[src/rtl/pps_pkg.sv]
// types, codes and table record for the preemptive priority scheduler
`default_nettype none
package pps_pkg;

  localparam int unsigned TABLE_DEPTH_DEF = 16;

  localparam logic       OP_ARRIVE = 1'b0;
  localparam logic       OP_TICK   = 1'b1;

  localparam logic [1:0] ST_OK     = 2'd0;
  localparam logic [1:0] ST_FULL   = 2'd1;
  localparam logic [1:0] ST_ZERO   = 2'd2;

  typedef struct packed {
    logic        opcode;
    logic [15:0] task_id;
    logic [7:0]  task_priority;
    logic [15:0] burst_length;
  } cmd_t;

  typedef struct packed {
    logic [1:0]  status;
    logic        ran_valid;
    logic [15:0] ran_id;
    logic        order_append;
    logic        completed;
    logic [31:0] finish_time;
    logic [31:0] turnaround;
    logic [31:0] wait_total;
  } result_t;

  // base holds the run-tick count at arrival; wait is derived from it at completion
  typedef struct packed {
    logic [15:0] id;
    logic [7:0]  prio;
    logic [31:0] arrival;
    logic [15:0] remaining;
    logic [15:0] burst;
    logic [31:0] base;
    logic [31:0] stamp;
  } entry_t;

endpackage
`default_nettype wire

[src/rtl/preemptive_priority_scheduler.sv]
// preemptive priority scheduler top level: task table memory, scan and dispatch
`default_nettype none
// An arrive transaction is taken while idle and its result is registered, showing
// in the next cycle; busy stays low, so arrivals can follow back to back. A tick
// transaction scans the task table memory one entry per cycle through its single
// read port, then uses the decide state for preemption, dispatch and the run
// update; busy is high through the scan and decide states, and the result strobes
// as the block returns to idle. Every transaction gives exactly one result, shown
// for one cycle on out_valid, and the receiver cannot hold it off.
module preemptive_priority_scheduler #(
  parameter int unsigned TABLE_DEPTH = pps_pkg::TABLE_DEPTH_DEF
) (
  input  wire              clk,
  input  wire              rst_n,
  input  wire              start,
  output logic             busy,
  input  pps_pkg::cmd_t    in_data,
  output logic             out_valid,
  output pps_pkg::result_t out_data
);

  localparam int unsigned SW = (TABLE_DEPTH > 1) ? $clog2(TABLE_DEPTH) : 1;
  localparam int unsigned CW = $clog2(TABLE_DEPTH + 2);

  typedef enum logic [2:0] {
    S_IDLE   = 3'b001,
    S_SCAN   = 3'b010,
    S_DECIDE = 3'b100
  } state_t;

  state_t                   state_r, state_nxt;
  pps_pkg::entry_t          mem [TABLE_DEPTH];
  pps_pkg::entry_t          rd_data_r;
  logic [SW-1:0]            rd_slot_r;
  logic                     rd_pend_r;
  logic [CW-1:0]            cnt_r;
  logic [TABLE_DEPTH-1:0]   valid_r, valid_nxt;
  logic [31:0]              time_r, time_nxt;
  logic [31:0]              stamp_r, stamp_nxt;
  logic [31:0]              runs_r, runs_nxt;
  logic                     run_vld_r, run_vld_nxt;
  logic [SW-1:0]            run_slot_r, run_slot_nxt;
  pps_pkg::entry_t          run_r, run_nxt;
  logic [16:0]              last_id_r, last_id_nxt;
  pps_pkg::entry_t          best_r;
  logic [SW-1:0]            best_slot_r;
  logic                     best_vld_r;
  logic                     out_valid_r, out_valid_nxt;
  pps_pkg::result_t         out_r, out_nxt;

  logic                     accept;
  logic                     free_found;
  logic [SW-1:0]            free_slot;
  logic                     issue;
  logic                     issue_queued;
  logic                     take_best;
  logic                     we;
  logic [SW-1:0]            wr_addr;
  pps_pkg::entry_t          wr_data;
  logic                     preempt;
  logic                     disp;
  logic                     active;
  pps_pkg::entry_t          cur;
  logic [SW-1:0]            cur_slot;
  logic [15:0]              rem;
  logic [31:0]              fin;

  assign accept    = start && !busy;
  assign busy      = (state_r != S_IDLE);
  assign out_valid = out_valid_r;
  assign out_data  = out_r;

  // lowest free entry
  always_comb begin
    free_found = 1'b0;
    free_slot  = '0;
    for (int i = 0; i < TABLE_DEPTH; i++) begin
      if (!valid_r[i] && !free_found) begin
        free_found = 1'b1;
        free_slot  = SW'(i);
      end
    end
  end

  assign issue        = (state_r == S_SCAN) && (cnt_r < CW'(TABLE_DEPTH));
  assign issue_queued = valid_r[cnt_r[SW-1:0]] &&
                        !(run_vld_r && run_slot_r == cnt_r[SW-1:0]);
  // strictly better only, so the lower entry keeps a full tie
  assign take_best    = rd_pend_r && (!best_vld_r ||
                        ({rd_data_r.prio, rd_data_r.arrival, rd_data_r.stamp} <
                         {best_r.prio, best_r.arrival, best_r.stamp}));

  assign preempt  = run_vld_r && best_vld_r && (best_r.prio < run_r.prio);
  assign disp     = (!run_vld_r || preempt) && best_vld_r;
  assign active   = disp || run_vld_r;
  assign cur      = disp ? best_r : run_r;
  assign cur_slot = disp ? best_slot_r : run_slot_r;
  assign rem      = cur.remaining - 16'd1;
  assign fin      = time_r + 32'd1;

  always_comb begin
    state_nxt     = state_r;
    valid_nxt     = valid_r;
    time_nxt      = time_r;
    stamp_nxt     = stamp_r;
    runs_nxt      = runs_r;
    run_vld_nxt   = run_vld_r;
    run_slot_nxt  = run_slot_r;
    run_nxt       = run_r;
    last_id_nxt   = last_id_r;
    out_valid_nxt = 1'b0;
    out_nxt       = '0;
    we            = 1'b0;
    wr_addr       = free_slot;
    wr_data       = '0;
    unique case (state_r)
      S_IDLE: begin
        if (accept) begin
          if (in_data.opcode == pps_pkg::OP_ARRIVE) begin
            out_valid_nxt = 1'b1;
            if (in_data.burst_length == 16'd0) begin
              out_nxt.status = pps_pkg::ST_ZERO;
            end else if (!free_found) begin
              out_nxt.status = pps_pkg::ST_FULL;
            end else begin
              out_nxt.status       = pps_pkg::ST_OK;
              we                   = 1'b1;
              wr_data.id           = in_data.task_id;
              wr_data.prio         = in_data.task_priority;
              wr_data.arrival      = time_r;
              wr_data.remaining    = in_data.burst_length;
              wr_data.burst        = in_data.burst_length;
              wr_data.base         = runs_r;
              wr_data.stamp        = stamp_r;
              valid_nxt[free_slot] = 1'b1;
              stamp_nxt            = stamp_r + 32'd1;
            end
          end else begin
            state_nxt = S_SCAN;
          end
        end
      end
      S_SCAN: begin
        if (cnt_r == CW'(TABLE_DEPTH)) begin
          state_nxt = S_DECIDE;
        end
      end
      S_DECIDE: begin
        state_nxt     = S_IDLE;
        out_valid_nxt = 1'b1;
        time_nxt      = fin;
        if (preempt) begin
          // running task goes back to the queue with a fresh stamp
          we            = 1'b1;
          wr_addr       = run_slot_r;
          wr_data       = run_r;
          wr_data.stamp = stamp_r;
          stamp_nxt     = stamp_r + 32'd1;
        end
        if (active) begin
          runs_nxt            = runs_r + 32'd1;
          out_nxt.ran_valid   = 1'b1;
          out_nxt.ran_id      = cur.id;
          if (disp && last_id_r != {1'b0, cur.id}) begin
            out_nxt.order_append = 1'b1;
            last_id_nxt          = {1'b0, cur.id};
          end
          run_slot_nxt  = cur_slot;
          run_nxt       = cur;
          run_nxt.remaining = rem;
          if (rem == 16'd0) begin
            run_vld_nxt          = 1'b0;
            valid_nxt[cur_slot]  = 1'b0;
            out_nxt.completed    = 1'b1;
            out_nxt.finish_time  = fin;
            out_nxt.turnaround   = fin - cur.arrival;
            out_nxt.wait_total   = runs_nxt - cur.base - {16'd0, cur.burst};
          end else begin
            run_vld_nxt = 1'b1;
          end
        end
      end
      default: state_nxt = S_IDLE;
    endcase
  end

  // table memory, one write and one registered read port
  always_ff @(posedge clk) begin
    if (we) begin
      mem[wr_addr] <= wr_data;
    end
    if (issue) begin
      rd_data_r <= mem[cnt_r[SW-1:0]];
    end
  end

  always_ff @(posedge clk) begin
    if (!rst_n) begin
      state_r     <= S_IDLE;
      valid_r     <= '0;
      time_r      <= '0;
      stamp_r     <= '0;
      runs_r      <= '0;
      run_vld_r   <= 1'b0;
      run_slot_r  <= '0;
      last_id_r   <= 17'h10000;
      out_valid_r <= 1'b0;
      rd_pend_r   <= 1'b0;
      best_vld_r  <= 1'b0;
      cnt_r       <= '0;
    end else begin
      state_r     <= state_nxt;
      valid_r     <= valid_nxt;
      time_r      <= time_nxt;
      stamp_r     <= stamp_nxt;
      runs_r      <= runs_nxt;
      run_vld_r   <= run_vld_nxt;
      run_slot_r  <= run_slot_nxt;
      last_id_r   <= last_id_nxt;
      out_valid_r <= out_valid_nxt;
      rd_pend_r   <= issue && issue_queued;
      if (state_r == S_IDLE) begin
        cnt_r      <= '0;
        best_vld_r <= 1'b0;
      end else if (state_r == S_SCAN) begin
        cnt_r <= cnt_r + CW'(1);
        if (take_best) begin
          best_vld_r <= 1'b1;
        end
      end
    end
  end

  always_ff @(posedge clk) begin
    run_r     <= run_nxt;
    out_r     <= out_nxt;
    rd_slot_r <= cnt_r[SW-1:0];
    if (take_best && state_r == S_SCAN) begin
      best_r      <= rd_data_r;
      best_slot_r <= rd_slot_r;
    end
  end

  a_run_valid : assert property (@(posedge clk) disable iff (!rst_n)
    run_vld_r |-> valid_r[run_slot_r])
    else $error("running slot is not a valid entry");

  a_decide_done : assert property (@(posedge clk) disable iff (!rst_n)
    state_r == S_DECIDE |=> state_r == S_IDLE && out_valid_r)
    else $error("tick did not give its result");

  a_reject_quiet : assert property (@(posedge clk) disable iff (!rst_n)
    out_valid_r && out_r.status != pps_pkg::ST_OK |-> !out_r.ran_valid && !out_r.completed)
    else $error("rejected arrival reports a run");

  a_no_strobe_scan : assert property (@(posedge clk) disable iff (!rst_n)
    state_r == S_SCAN |-> !out_valid_nxt)
    else $error("result strobe during table scan");

endmodule
`default_nettype wire
[config.mk]
export PLATFORM = sky130hd
export DESIGN_NAME = preemptive_priority_scheduler
export DESIGN_NICKNAME = d
export VERILOG_FILES = /design/src/rtl/pps_pkg.sv /design/src/rtl/preemptive_priority_scheduler.sv
export SDC_FILE = /design/constraint.sdc
export NUM_CORES = 2
export LEC_CHECK = 0
export ABC_CLOCK_PERIOD_IN_PS = 10350
export BUFFER_PORTS_ARGS = -buffer_cell sky130_fd_sc_hd__buf_2
export CELL_PAD_IN_SITES_DETAIL_PLACEMENT = 2
export CELL_PAD_IN_SITES_GLOBAL_PLACEMENT = 2
export CORE_MARGIN = 4
export CORE_UTILIZATION = 25
export DETAILED_ROUTE_END_ITERATION = 10
export GPL_TIMING_DRIVEN = 0
export PLACE_DENSITY_LB_ADDON = 0.1
export SYNTH_ARGS = -nofsm -noshare
export SYNTH_HDL_FRONTEND = slang
export SYNTH_SLANG_ARGS = --single-unit
export TNS_END_PERCENT = 100
[constraint.sdc]
create_clock -name clk -period 10.35 [get_ports clk]
set_input_delay 1.035 -clock clk [delete_from_list [all_inputs] [get_ports clk]]
set_output_delay 1.035 -clock clk [all_outputs]
set_load 0.02 [all_outputs]
Yosys cells after proc, flatten, opt, wreduce, memory -nomap -nowiden
Memory sizes are Yosys's and may differ from the RTL's. A register that Yosys moved wholly into a read port is not among the register bits.
Cells that the tools add are included.
{"block": "op_classes", "magnitude_cmp": 8, "reduce_logical": 78, "n_addsub": 8, "muxes": 81, "bitwise": 6, "eq_ne": 16}
{"op": "two-way mux 152 bit", "n": 6}
{"op": "case mux 152 bit (2 select lines)", "n": 1}
{"op": "two-way mux 32 bit", "n": 5}
{"op": "two-way mux 115 bit", "n": 1}
{"op": "two-way mux 97 bit", "n": 1}
{"op": "adder 32 x 1 -> 32 bit (second input constant)", "n": 3}
{"op": "two-way mux 16 bit", "n": 6}
{"op": "< comparator 72 bit", "n": 1}
{"op": "two-way mux 4 bit", "n": 17}
{"op": "case mux 32 bit (2 select lines)", "n": 1}
{"op": "subtractor 32 bit", "n": 2}
{"op": "logical NOT 1 bit", "n": 33}
{"op": "logical NOT 16 bit", "n": 2}
{"op": "two-way mux 1 bit", "n": 32}
{"op": "case mux 16 bit (2 select lines)", "n": 1}
{"op": "subtractor 32 x 16 -> 32 bit", "n": 1}
{"op": "logical AND 1 bit", "n": 28}
{"op": "inequality test 2 bit (second input constant)", "n": 9}
{"op": "inequality test 17 x 16 -> 1 bit", "n": 1}
{"op": "AND 16 bit", "n": 1}
{"op": "inverter 16 bit", "n": 1}
{"op": "OR 16 bit", "n": 1}
{"op": "subtractor 16 x 1 -> 16 bit (second input constant)", "n": 1}
{"op": "< comparator 4 x 5 -> 1 bit (second input constant)", "n": 3}
{"op": "other kinds (26)", "n": 39}
{"block": "word_totals", "register_bits": 574, "word_cells": 235, "mem_bits_rw": 2432, "inputBits": 44, "n_memories": 1, "output_inout_bits": 119}
{"memory": "mem", "words": 16, "width": 152, "read_ports": 1, "rd_clocked_by_memory_dff": 1, "write_ports": 1, "line_no": "preemptive_priority_scheduler.sv:32", "text": "pps_pkg::entry_t mem [TABLE_DEPTH];"}

Logic depth before layout (Yosys ltp)
{"block": "depth", "ltp_word": 55, "ltp_mapped": 24}

Least setup slack after synthesis
OpenSTA, ideal clock, no wires.
{"block": "synth_timing", "path_kind": "register to register", "start": "register rd_data_r[25] (netlist name)", "end": "register best_r[0] in the netlist's numbering, enable pin", "path_buffers": 0, "path_slack_ns": 0.114, "synth_period_minus_slack_ns": 10.236, "path_stages_with_launch": 11, "t_arrival_ns": 9.511, "required_time_ns": 9.626, "setup_time_ns": 0.724, "path_cell_list": "edfxtp_1 ha_1 a21o_1 a21o_1 a2111oi_0 o21ai_0 a221oi_1 o21ai_0 a31oi_1 o21ai_0 a21oi_1"}
{"block": "synth_between", "elab_chain_len": 4}
{"item": "< comparator 72 bit", "line_no": "preemptive_priority_scheduler.sv:90", "text": "({rd_data_r.prio, rd_data_r.arrival, rd_data_r.stamp} <"}
{"item": "logical OR 1 bit", "line_no": "preemptive_priority_scheduler.sv:89", "text": "assign take_best = rd_pend_r && (!best_vld_r ||"}
{"item": "logical AND 1 bit", "line_no": "preemptive_priority_scheduler.sv:89"}
{"item": "logical AND 1 bit", "line_no": "preemptive_priority_scheduler.sv:238", "text": "if (take_best && state_r == S_SCAN) begin"}
{"item": "end signal, assigned", "line_no": "preemptive_priority_scheduler.sv:239", "text": "best_r <= rd_data_r;"}
{"item": "end, declared", "line_no": "preemptive_priority_scheduler.sv:45", "text": "pps_pkg::entry_t best_r;"}
Every way passes these cells.
A chain may end at the register's enable or synchronous reset.

Worst setup path after layout
{"block": "layout_timing", "start": "register best_r[134] in the netlist's numbering", "end": "register out_r, in the netlist out_data[36]"}
{"block": "layout_between", "elab_chain_len": 8, "word_cells_on_any_way": 10, "cone_classes": "add/sub (2); order compare (1); mux (1); reduce/logical (6)"}
{"item": "< comparator 8 bit (*)", "line_no": "preemptive_priority_scheduler.sv:93", "text": "assign preempt = run_vld_r && best_vld_r && (best_r.prio < run_r.prio);"}
{"item": "logical AND 1 bit (*)", "line_no": "preemptive_priority_scheduler.sv:93"}
{"item": "logical OR 1 bit (*)", "line_no": "preemptive_priority_scheduler.sv:94", "text": "assign disp = (!run_vld_r || preempt) && best_vld_r;"}
{"item": "logical AND 1 bit (*)", "line_no": "preemptive_priority_scheduler.sv:94"}
{"item": "two-way mux 152 bit", "line_no": "preemptive_priority_scheduler.sv:96", "text": "assign cur = disp ? best_r : run_r;"}
{"item": "subtractor 16 x 1 -> 16 bit", "line_no": "preemptive_priority_scheduler.sv:98", "text": "assign rem = cur.remaining - 16'd1;"}
{"item": "logical NOT 16 bit", "line_no": "preemptive_priority_scheduler.sv:171", "text": "if (rem == 16'd0) begin"}
{"item": "AND reduction 3 bit (no source line)"}
{"item": "end signal, assigned", "line_no": "preemptive_priority_scheduler.sv:236", "text": "out_r <= out_nxt;"}
{"item": "end, declared", "line_no": "preemptive_priority_scheduler.sv:49", "text": "pps_pkg::result_t out_r, out_nxt;"}
Every way passes the cells marked *; elsewhere a longest branch is shown, timed or not.

==> impl_metrics.ini <==
[run_status]
status = complete, no violations

[power_and_ir_drop]
power.density_mw_per_mm2 = 180
p_leak_nw = 48.7
vdd.ir_drop.worst_mv = 0.128

[global_route]
grt_max_degree = 43
grt-busiest-layer = met2
gr-usage-met3 = 0.0204
grt_pass1_vias = 72500
grt-ovfl-total = 0
met1_usage = 0.244
track_usage = 0.179
use_met2 = 0.306
antenna_found_initial = 43
grt_pass1_wl_um = 631000

[logic_synthesis]
ys_seq_area_frac = 0.737
synth_area_mm2 = 0.124
synth.top_cell.area_share = 0.694
synthArstFlopShare = 0
syn-num-nets = 6607
synth_seq_cells = 3126
synth_largest_area_cell = edfxtp_1
syn_area_per_cell_um2 = 19.4
yosysWarnings = 0
synth_top_flop_cell = edfxtp_1
syn_inst = 6384
synthTopCellsByArea = edfxtp_1, mux4_2, dfxtp_1, ha_1, nor2_1
ys_types = 84
synth_edf_count = 2860

[timing]
fin_ws_ns = 0.935
min_period_ns = 9.41
slew_viol_final = 0
worst_pin_slew_ns = 1.46
slew_headroom = 0.0254
fin_setup_tns_ns = 0
clock_skew_ns = 0.0543
finalHoldViolCount = 0
finalSetupViolations = 0
fmax_mhz = 106
rsz0062_at_grt = no
fin_crit_sh = 0.910

[floorplanning]
die_h_um = 711
num_rows = 258
ioPinCount = 163
start_util = 0.251
core_area_mm2 = 0.493
dieArea_mm2 = 0.506
die_w_um = 711

[clock_network]
numCtsBuffers = 363
clock_latency_ns = 0.99
htreeDepth = 5
cts_sinks = 3126
postCtsSetupBuffers = 0
path_clk_slew_ns = 0.06
cts_root_buffer = clkbuf_16
cts_tree = done
clockBufferDepth = 4

[layout]
design_area_mm2 = 0.150
layout.nets = 7384
post-route-util = 0.304
final_layout_size_suffix_gt1_frac = 0.248
final_cell_mix = edfxtp_1, mux4_2, clkbuf_16
area_delta_synth_final_pct = 21.2
final_common_cell = edfxtp_1

[detailed_routing]
drt_iter0_drc = 5541
drt_first_pass_iters = 5
routedWlPerCell_um = 33.0
routed_wl_um = 462000
vias = 66000
avgViaCountPerCell = 4.72
drtAntennaViolNets = 0
drc = 0

[setup_path]
arrival_ns = 10.19
r2r-end = out_data[36]$_SDFF_PN0_
crit_type = flop to flop
r2r_slack_ns = 0.94
cp-end-kind = flop
crit_fanout = 10
cp-start-kind = flop
r2r_cells = 20
worstReg2RegStart = best_r[134]$_DFFE_PP_
crit_required_ns = 11.12

[flow_run]
max_cap_viol_count = 0

[min_path]
hp-start = cnt_r[2]$_SDFFE_PP0P_
hp-class = flop to flop
hold_depth = 0
min_to = rd_slot_r[2]$_DFF_P_

[placement]
detailedPlace.worstSlack_ns = -0.252
globalplace.congestion = 0.753
port_buffers = 162
postPlaceCellArea_mm2 = 0.138
hpwlAfterDp_um = 322000
[through the flow]
step           hold slack (ns)  instances  total power, W
2_1_floorplan            0.329       6384          0.0141
3_3_place_gp             0.341      13000          0.0143
3_5_place_dp             0.346      13300          0.0143
4_1_cts                  0.355      14000          0.0274
5_1_grt                  0.377      14000          0.0279
6_report                 0.354      14000          0.0270
[metal layers]
metal	share of wire	vias up
li1	-	27300
met1	0.45	36900
met2	0.49	1294
met3	0.035	467
met4	0.023	0
met5	0	-
[synth_stat cells, types with 21 or more instances]
cell type  count
a211oi_1      41
a21o_1        42
a21oi_1      144
a22o_1       102
a31oi_1       21
and2_1        52
and3_1        27
buf_1         60
clkbuf_1     208
dfxtp_1      266
edfxtp_1    2860
ha_1         162
inv_1        244
mux2i_1       48
mux4_2       765
nand2_1      253
nand3_1       74
nand4_1       42
nor2_1       299
nor2b_1       43
nor3_1        44
o21ai_0      103
or3_1         25
xnor2_1      104
xor2_1       120
[worst max-delay path, stage by stage (launching register included)]
cell and delay, ns:
edfxtp_1 0.45, ha_1 0.34, and3_1 0.23, nand2_1 0.31
a22oi_2 0.63, buf_6 0.31, clkbuf_1 0.79, clkbuf_2 0.63
clkbuf_2 0.59, mux2i_1 0.37, ha_1 0.24, clkbuf_1 0.46
nand4_1 0.19, xnor2_1 0.20, nor3_1 0.19, nor4b_1 0.28
o221ai_1 0.57, or4_1 0.59, buf_2 0.18, clkbuf_2 0.48
a211oi_1 1.09
[power by group]
part / internal, W / total, W / leakage, nW / switching [W]
logic: 0.0000920 / 0.000315 / 13.7 / 0.000223
registers: 0.0137 / 0.0137 / 29.1 / 0.0000118
clock network: 0.00749 / 0.0130 / 5.80 / 0.00547
total: 0.0213 / 0.0270 / 48.7 / 0.00570
[sequential cells by signal, summed over array words and instances, names as in the netlist]
name	cells
mem	2432
best_r	152
rd_data_r	152
run_r	120
out_data	117
runs_r	32
stamp_r	32
time_r	32
last_id_r	17
valid_r	16
cnt_r	5
best_slot_r	4
rd_slot_r	4
run_slot_r	4
state_r	3
best_vld_r	1
out_valid	1
rd_pend_r	1
run_vld_r	1
[cell type report]
type	count	area [um2]
antenna	12	30.0
tap	6500	8130
inverter	249	935
clock inverter	190	1900
fill	49400	343000
sequential	3126	91200
buffer	289	1230
clock buffer	479	9950
timing repair buffer	412	5990
multi-input combinational	2720	30600
[cells by family after synthesis]
| logic type | Yosys count | share of synthesized area |
|---|---|---|
| DFF | 3126 | 0.737 |
| and+or+nand+nor | 943 | 0.0365 |
| muxes | 818 | 0.144 |
| AOI/OAI and AO/OA | 556 | 0.0305 |
| buffers and inverters | 538 | 0.0167 |
| xor gates and xnor gates | 224 | 0.0159 |
| adders and majority gates | 179 | 0.0191 |
[how the worst max path moves through the flow]
stage	from	endpoint	slack, ns	cells after the start
floorplan	rd_data_r[25]$_DFFE_PP_	best_r[0]$_DFFE_PP_	0.11	10
global placement	in_data[12]	mem[10][55]$_DFFE_PP_	-15.09	10
detailed placement	best_r[134]$_DFFE_PP_	out_data[35]$_SDFF_PN0_	-0.25	20
CTS	best_r[134]$_DFFE_PP_	out_data[31]$_SDFF_PN0_	0.05	20
global route	best_r[134]$_DFFE_PP_	out_data[31]$_SDFF_PN0_	0.37	20
finish	best_r[134]$_DFFE_PP_	out_data[36]$_SDFF_PN0_	0.94	20
[timing repair]
action                     CTS  global route
resized for setup            3             3
gates cloned                 0             0
hold buffers                 0             0
setup endpoints to repair   16             1
pin swaps                    0             0
Note: power is estimated with default switching activity, not from simulation.
